## config.mk

```make
export PLATFORM = sky130hd
export DESIGN_NAME = rpn_ctrl
export DESIGN_NICKNAME = d
export VERILOG_FILES = /design/src/hw/rtl/rpn_stack_calculator_core_assert.svh /design/src/hw/rtl/rpn_pkg.sv /design/src/hw/rtl/rpn_ctrl.sv
export SDC_FILE = /design/constraint.sdc
export NUM_CORES = 1
export LEC_CHECK = 0
export BUFFER_PORTS_ARGS = -buffer_cell sky130_fd_sc_hd__buf_4
export CORE_MARGIN = 2
export CORE_UTILIZATION = 45
export DETAILED_ROUTE_END_ITERATION = 8
export GPL_ROUTABILITY_DRIVEN = 0
export PLACE_DENSITY = 0.76
export SETUP_SLACK_MARGIN = 0.02
export SLEW_MARGIN = 10
export SYNTH_ARGS = -nofsm -noshare
export SYNTH_HDL_FRONTEND = slang
export SYNTH_SLANG_ARGS = --single-unit
```

## constraint.sdc

```tcl
create_clock -name clk -period 2.5 [get_ports clk]
set_input_delay 0.375 -clock clk [delete_from_list [all_inputs] [get_ports clk]]
set_output_delay 0.375 -clock clk [all_outputs]
set_load 0.01 [all_outputs]
```

## src/hw/rtl/rpn_stack_calculator_core_assert.svh

```systemverilog
// assertion macros shared by the rpn calculator rtl
// expects a clock named clk and a synchronous reset named rst in the using module
`ifndef RPN_STACK_CALCULATOR_CORE_ASSERT_SVH
`define RPN_STACK_CALCULATOR_CORE_ASSERT_SVH

// condition that must hold at every clock edge outside reset
`define RPN_ASSERT_ALWAYS(lbl, cond, msg) \
  lbl: assert property (@(posedge clk) disable iff (rst) (cond)) else $error(msg);

// consequence that must hold in the cycle after the antecedent
`define RPN_ASSERT_NEXT(lbl, ante, cons, msg) \
  lbl: assert property (@(posedge clk) disable iff (rst) (ante) |=> (cons)) else $error(msg);

`endif

```

## src/hw/rtl/rpn_pkg.sv

```systemverilog
// shared types, codes and saturation helpers for the rpn calculator
// used by rpn_ctrl, rpn_div, rpn_dpath and rpn_stack_calculator_core; no dependencies
`timescale 1ns / 1ps
`default_nettype none

package rpn_pkg;

  // command codes on the func field
  typedef enum logic [2:0] {
    FN_PUSH  = 3'd0,
    FN_ADD   = 3'd1,
    FN_SUB   = 3'd2,
    FN_MUL   = 3'd3,
    FN_DIV   = 3'd4,
    FN_PRINT = 3'd5
  } func_t;

  // controller states
  typedef enum logic [3:0] {
    ST_IDLE,
    ST_POP_B,
    ST_GET_B,
    ST_POP_A,
    ST_GET_A,
    ST_EXEC,
    ST_MUL_RND,
    ST_DIV_RUN,
    ST_PUSH,
    ST_DONE
  } state_t;

  // datapath operations
  typedef enum logic [3:0] {
    DP_NOP,
    DP_LOAD,
    DP_POP,
    DP_TAKE_B,
    DP_TAKE_A,
    DP_ADD,
    DP_SUB,
    DP_MUL,
    DP_MUL_RND,
    DP_DIV_START,
    DP_DIV_TAKE,
    DP_PUSH,
    DP_EMIT
  } dp_op_t;

  typedef struct packed {
    dp_op_t op;
    logic   set_dz;   // flag divide by zero for this command
    logic   print;    // result carries the popped value
  } dp_cmd_t;

  typedef struct packed {
    logic b_zero;     // divisor just popped is zero
    logic div_busy;   // divider still iterating
    logic out_free;   // output register can take a result this cycle
  } dp_status_t;

  localparam int DIV_STEPS = 32;
  localparam int DIV_CNT_W = $clog2(DIV_STEPS);

  localparam logic [31:0] Q_MAX = 32'h7FFF_FFFF;
  localparam logic [31:0] Q_MIN = 32'h8000_0000;

  // magnitude of a two's complement word, min value maps to 2^31
  function automatic logic [31:0] mag32(input logic [31:0] x);
    mag32 = x[31] ? (~x + 32'd1) : x;
  endfunction

  // apply sign to a magnitude and clamp to the q16.16 range
  function automatic logic [31:0] sat_mag(input logic neg, input logic [48:0] m);
    logic [31:0] res;
    if (!neg) begin
      res = (m > {17'd0, Q_MAX}) ? Q_MAX : m[31:0];
    end else begin
      res = (m > {17'd0, Q_MIN}) ? Q_MIN : (~m[31:0] + 32'd1);
    end
    sat_mag = res;
  endfunction

  // clamp a 33-bit signed sum to 32 bits
  function automatic logic [31:0] sat_sum(input logic [32:0] s);
    logic [31:0] res;
    if (s[32] != s[31]) begin
      res = s[32] ? Q_MIN : Q_MAX;
    end else begin
      res = s[31:0];
    end
    sat_sum = res;
  endfunction

endpackage

`default_nettype wire

```

## src/hw/rtl/rpn_ctrl.sv

```systemverilog
// controller state machine of the rpn calculator
// sequences pops, arithmetic, push and result transfer; depends on rpn_pkg
`timescale 1ns / 1ps
`default_nettype none

module rpn_ctrl (
  input  logic                clk,
  input  logic                rst,
  input  logic                in_valid,
  output logic                in_stall,
  input  logic [2:0]          func,
  input  rpn_pkg::dp_status_t st,
  output rpn_pkg::dp_cmd_t    cmd
);
  import rpn_pkg::*;

  state_t      state;
  state_t      state_next;
  logic [2:0]  op;

  always_ff @(posedge clk) begin
    if (rst) begin
      state <= ST_IDLE;
    end else begin
      state <= state_next;
    end
  end

  // command code held for the whole item
  always_ff @(posedge clk) begin
    if (state == ST_IDLE && in_valid) begin
      op <= func;
    end
  end

  always_comb begin
    state_next = state;
    cmd        = '{op: DP_NOP, set_dz: 1'b0, print: 1'b0};
    in_stall   = (state != ST_IDLE);
    unique case (state)
      ST_IDLE: begin
        if (in_valid) begin
          cmd.op = DP_LOAD;
          unique case (func) inside
            FN_PUSH:                                   state_next = ST_PUSH;
            FN_ADD, FN_SUB, FN_MUL, FN_DIV, FN_PRINT: state_next = ST_POP_B;
            default:                                   state_next = ST_DONE;
          endcase
        end
      end
      ST_POP_B: begin
        cmd.op     = DP_POP;
        state_next = ST_GET_B;
      end
      ST_GET_B: begin
        cmd.op = DP_TAKE_B;
        if (op == FN_PRINT) begin
          state_next = ST_DONE;
        end else if (op == FN_DIV && st.b_zero) begin
          cmd.set_dz = 1'b1;
          state_next = ST_DONE;
        end else begin
          state_next = ST_POP_A;
        end
      end
      ST_POP_A: begin
        cmd.op     = DP_POP;
        state_next = ST_GET_A;
      end
      ST_GET_A: begin
        cmd.op     = DP_TAKE_A;
        state_next = ST_EXEC;
      end
      ST_EXEC: begin
        unique case (op) inside
          FN_ADD: begin
            cmd.op     = DP_ADD;
            state_next = ST_PUSH;
          end
          FN_SUB: begin
            cmd.op     = DP_SUB;
            state_next = ST_PUSH;
          end
          FN_MUL: begin
            cmd.op     = DP_MUL;
            state_next = ST_MUL_RND;
          end
          FN_DIV: begin
            cmd.op     = DP_DIV_START;
            state_next = ST_DIV_RUN;
          end
          default: state_next = ST_DONE;
        endcase
      end
      ST_MUL_RND: begin
        cmd.op     = DP_MUL_RND;
        state_next = ST_PUSH;
      end
      ST_DIV_RUN: begin
        if (!st.div_busy) begin
          cmd.op     = DP_DIV_TAKE;
          state_next = ST_PUSH;
        end
      end
      ST_PUSH: begin
        cmd.op     = DP_PUSH;
        state_next = ST_DONE;
      end
      ST_DONE: begin
        if (st.out_free) begin
          cmd.op     = DP_EMIT;
          cmd.print  = (op == FN_PRINT);
          state_next = ST_IDLE;
        end
      end
      default: state_next = ST_IDLE;
    endcase
  end

endmodule

`default_nettype wire

```

==> summary.md <==
| Metric | Value |
|---|---|
| Post_cts resized | 0 |
| Maximum fanout encountered on the critical timing path | 17 |
| Final Max Slew Viols | 0 |
| Core region area | 0.00127 sq mm |
| Maximum number of pins on one net before global-route repair | 18 |
| Clock Sinks | 7 |
| Net Count, Synth | 86 |
| Relative contribution of the clock network to total power | 0.132 |
| R2r startpoint | state[3] |
| Row count | 13 |
| First-pass GRT wire length | 2.25 mm |
| Port-buffer cells | 15 |
| Slew at the pin closest to its max-slew limit | 533 ps |
| Routed wire length on met3 | 103 microns |
| Total length of routed wires | 1.45 mm |
| CTS tree | done |
| Share of the synthesized area in the top cell type | 0.150 |
| Leading cell type in the layout, fill and taps excluded | sky130_fd_sc_hd__buf_4 |
| Setup repair after global routing missed its margin | no |
| Number of levels in the clock H-tree | 1 |
| Initial core utilization | 0.473 |
| Total setup buffers inserted after CTS | 0 |
| Leading cell types in the layout, fill and taps excluded | sky130_fd_sc_hd__buf_4 (15), sky130_fd_sc_hd__nor2_1 (9), sky130_fd_sc_hd__o21ai_0 (6) |
| Final setup TNS | 0 ps |
| Clk buf depth | 2 |
| Die H | 40.5 microns |
| Vias per Instance | 6.40 |
| Leakage power | 0.293 nW |
| Share of post-route cells with drive strength above 1 | 0.253 |
| Per-instance average area after synthesis | 7.80 sq um |
| Total Nets Final | 101 |
| Via count of the first global-routing pass | 527 |
| Critical path class | reg -> out |
| CP Launch Point | state[1] |
| Switching power | 0.000356 W |
| Signed area change from the synthesized netlist to the final layout | 22.7% |
| Result of the run | completed |
| Clock Skew | 11.0 ps |
| Cts-stage hold buffer count | 0 |
| Final instance count without filler cells | 106 |
| Inserted Clock Buffers | 3 |
| Combinational power share | 0.534 |
| Max IR drop VDD | 0.567 mV |
| Setup violators final | 0 |
| Post-DRT Antenna Nets | 0 |
| Detailed route wirelength on metal2 | 650 microns |
| Synthesis warning total | 0 |
| Hold path startpoint | func[0] |
| Pwr per Cell Area | 1070 mW/mm^2 |
| Dominant register cell in the synthesized netlist | sky130_fd_sc_hd__dfxtp_1 |
| Placed Instances | 102 |
| Highest routed layer | met4 |
| Synthesized area | 601 sq um |
| Kind of end point of the critical path | primary output |
| Worst slew margin relative to its limit | 0.644 |
| Period Utilization, post-route | 0.829 |
| Period minus WS final | 2070 ps |
| Share of synthesized flip-flops with an asynchronous set or reset | 0 |
| Iteration-0 DRC count of the detailed router | 21 |
| Arrival time at the worst endpoint | 1700 ps |
| Clk Latency, worst-skew pair | 260 ps |
| Data required time of the worst path | 2120 ps |
| Wirelength per Cell | 13.7 microns |
| Global-route congestion overflow total | 0 |
| Worst min path class | in -> reg |
| Post-synthesis instance total | 77 |
| Register bit count reported by yosys | 7 |
| Count of flip-flops with a built-in enable after synthesis | 3 |
| Total die area | 0.00164 sq mm |
| Overall track demand over capacity in global routing | 0.208 |
| Maximum frequency from static timing analysis | 482 MHz |
| Number of max-cap violations | 0 |
| Number of search-and-repair iterations in the first detailed-routing pass | 4 |
| Count of distinct cell types in the synthesized netlist | 37 |
| Number of antenna repair diodes | 0 |
| Library cell used as clock root buffer | sky130_fd_sc_hd__clkbuf_4 |
| Reg clk slew, reported paths | 60 ps |
| Sequential element share of the synthesized area | 0.283 |
| Worst R2R Setup Slack | 830 ps |
| Synth area leader | sky130_fd_sc_hd__edfxtp_1 |
| Sequential cell fraction of total power | 0.334 |
| Routed met1 length | 672 microns |
| Internal power summed over all cells | 0.000436 W |
| Top cells by area in the synthesized netlist | sky130_fd_sc_hd__edfxtp_1 (15%), sky130_fd_sc_hd__dfxtp_1 (13%), sky130_fd_sc_hd__nor2_1 (5.6%) |
| Sw Ratio | 0.449 |
| Residual DRC | 0 |
| Number of antenna violations at the first check in global routing | 0 |
| Count of vias placed by the detailed router | 678 |
| Detailed-placement wirelength estimate | 1.06 mm |
| Crit start category | flip-flop |
| Die width | 40.5 microns |
| Number of top-level pins | 16 |
| Final hold violation count | 0 |
## critical path: stages (launching register included)
cell and delay (ps):
sky130_fd_sc_hd__dfxtp_1 470, sky130_fd_sc_hd__or3b_2 520, sky130_fd_sc_hd__o21ai_0 80, sky130_fd_sc_hd__a21oi_1 80, sky130_fd_sc_hd__o21bai_1 140, sky130_fd_sc_hd__buf_4 140
## state kept, by name, indices dropped and copies added (netlist names)
register,cells
state,4
op,3
## synth_stat cells, drive strengths merged (3+ instances only)
library cell and number:
inv 3, edfxtp 3, nor3 4, nand2 5, o21ai 6, nor2 9
clkbuf 3, dfxtp 4, a21oi 5
## routing by layer
layer  GRT usage  vias to the layer above
li1            -                      332
met1       0.294                      315
met2       0.302                       28
met3      0.0500                        3
met4      0.0750                        0
met5           0                        -
## final timing paths
kind | endpoint | cells after the start
worst max-delay path | cmd[3] | 5
worst min register to register | state[2] | 2
worst min-delay path | op[0] | 1
worst max register to register | state[3] | 4
## area by class of cell
cell class	count	area, sq um
inverters	3	11.3
multi-input cells	62	398
repair buffers	15	113
clock buffers	4	26.3
well taps	15	18.8
fillers	127	532
flip-flops and latches	7	170
## power groups by stage
stage,clock network (W),registers [W],logic (W)
3_5_place_dp,0,0.000261,0.000420
4_1_cts,0.000106,0.000259,0.000421
2_1_floorplan,0,0.000194,0.000349
3_3_place_gp,0,0.000260,0.000418
5_1_grt,0.000111,0.000272,0.000469
6_report,0.000104,0.000264,0.000423
## through the flow
step / hold slack (ps) / area, sq um / setup WS, ps / total power [W] / utilization
floorplan: 444 / 601 / 891 / 0.000543 / -
global placement: 566 / 711 / 757 / 0.000678 / 0.560
detailed placement: 567 / 711 / 717 / 0.000681 / 0.560
CTS: 299 / 737 / 436 / 0.000787 / 0.581
global route: 298 / 737 / 335 / 0.000851 / 0.581
finish: 300 / 737 / 427 / 0.000791 / 0.581
## cells by family after synthesis
group           after synthesis  share of synthesized area
compound gates               26                      0.306
flops                         7                      0.283
buf+inv                       8                     0.0542
mux                           2                     0.0333
simple gates                 34                      0.323
No activity file was read; power rests on OpenSTA's default activity.
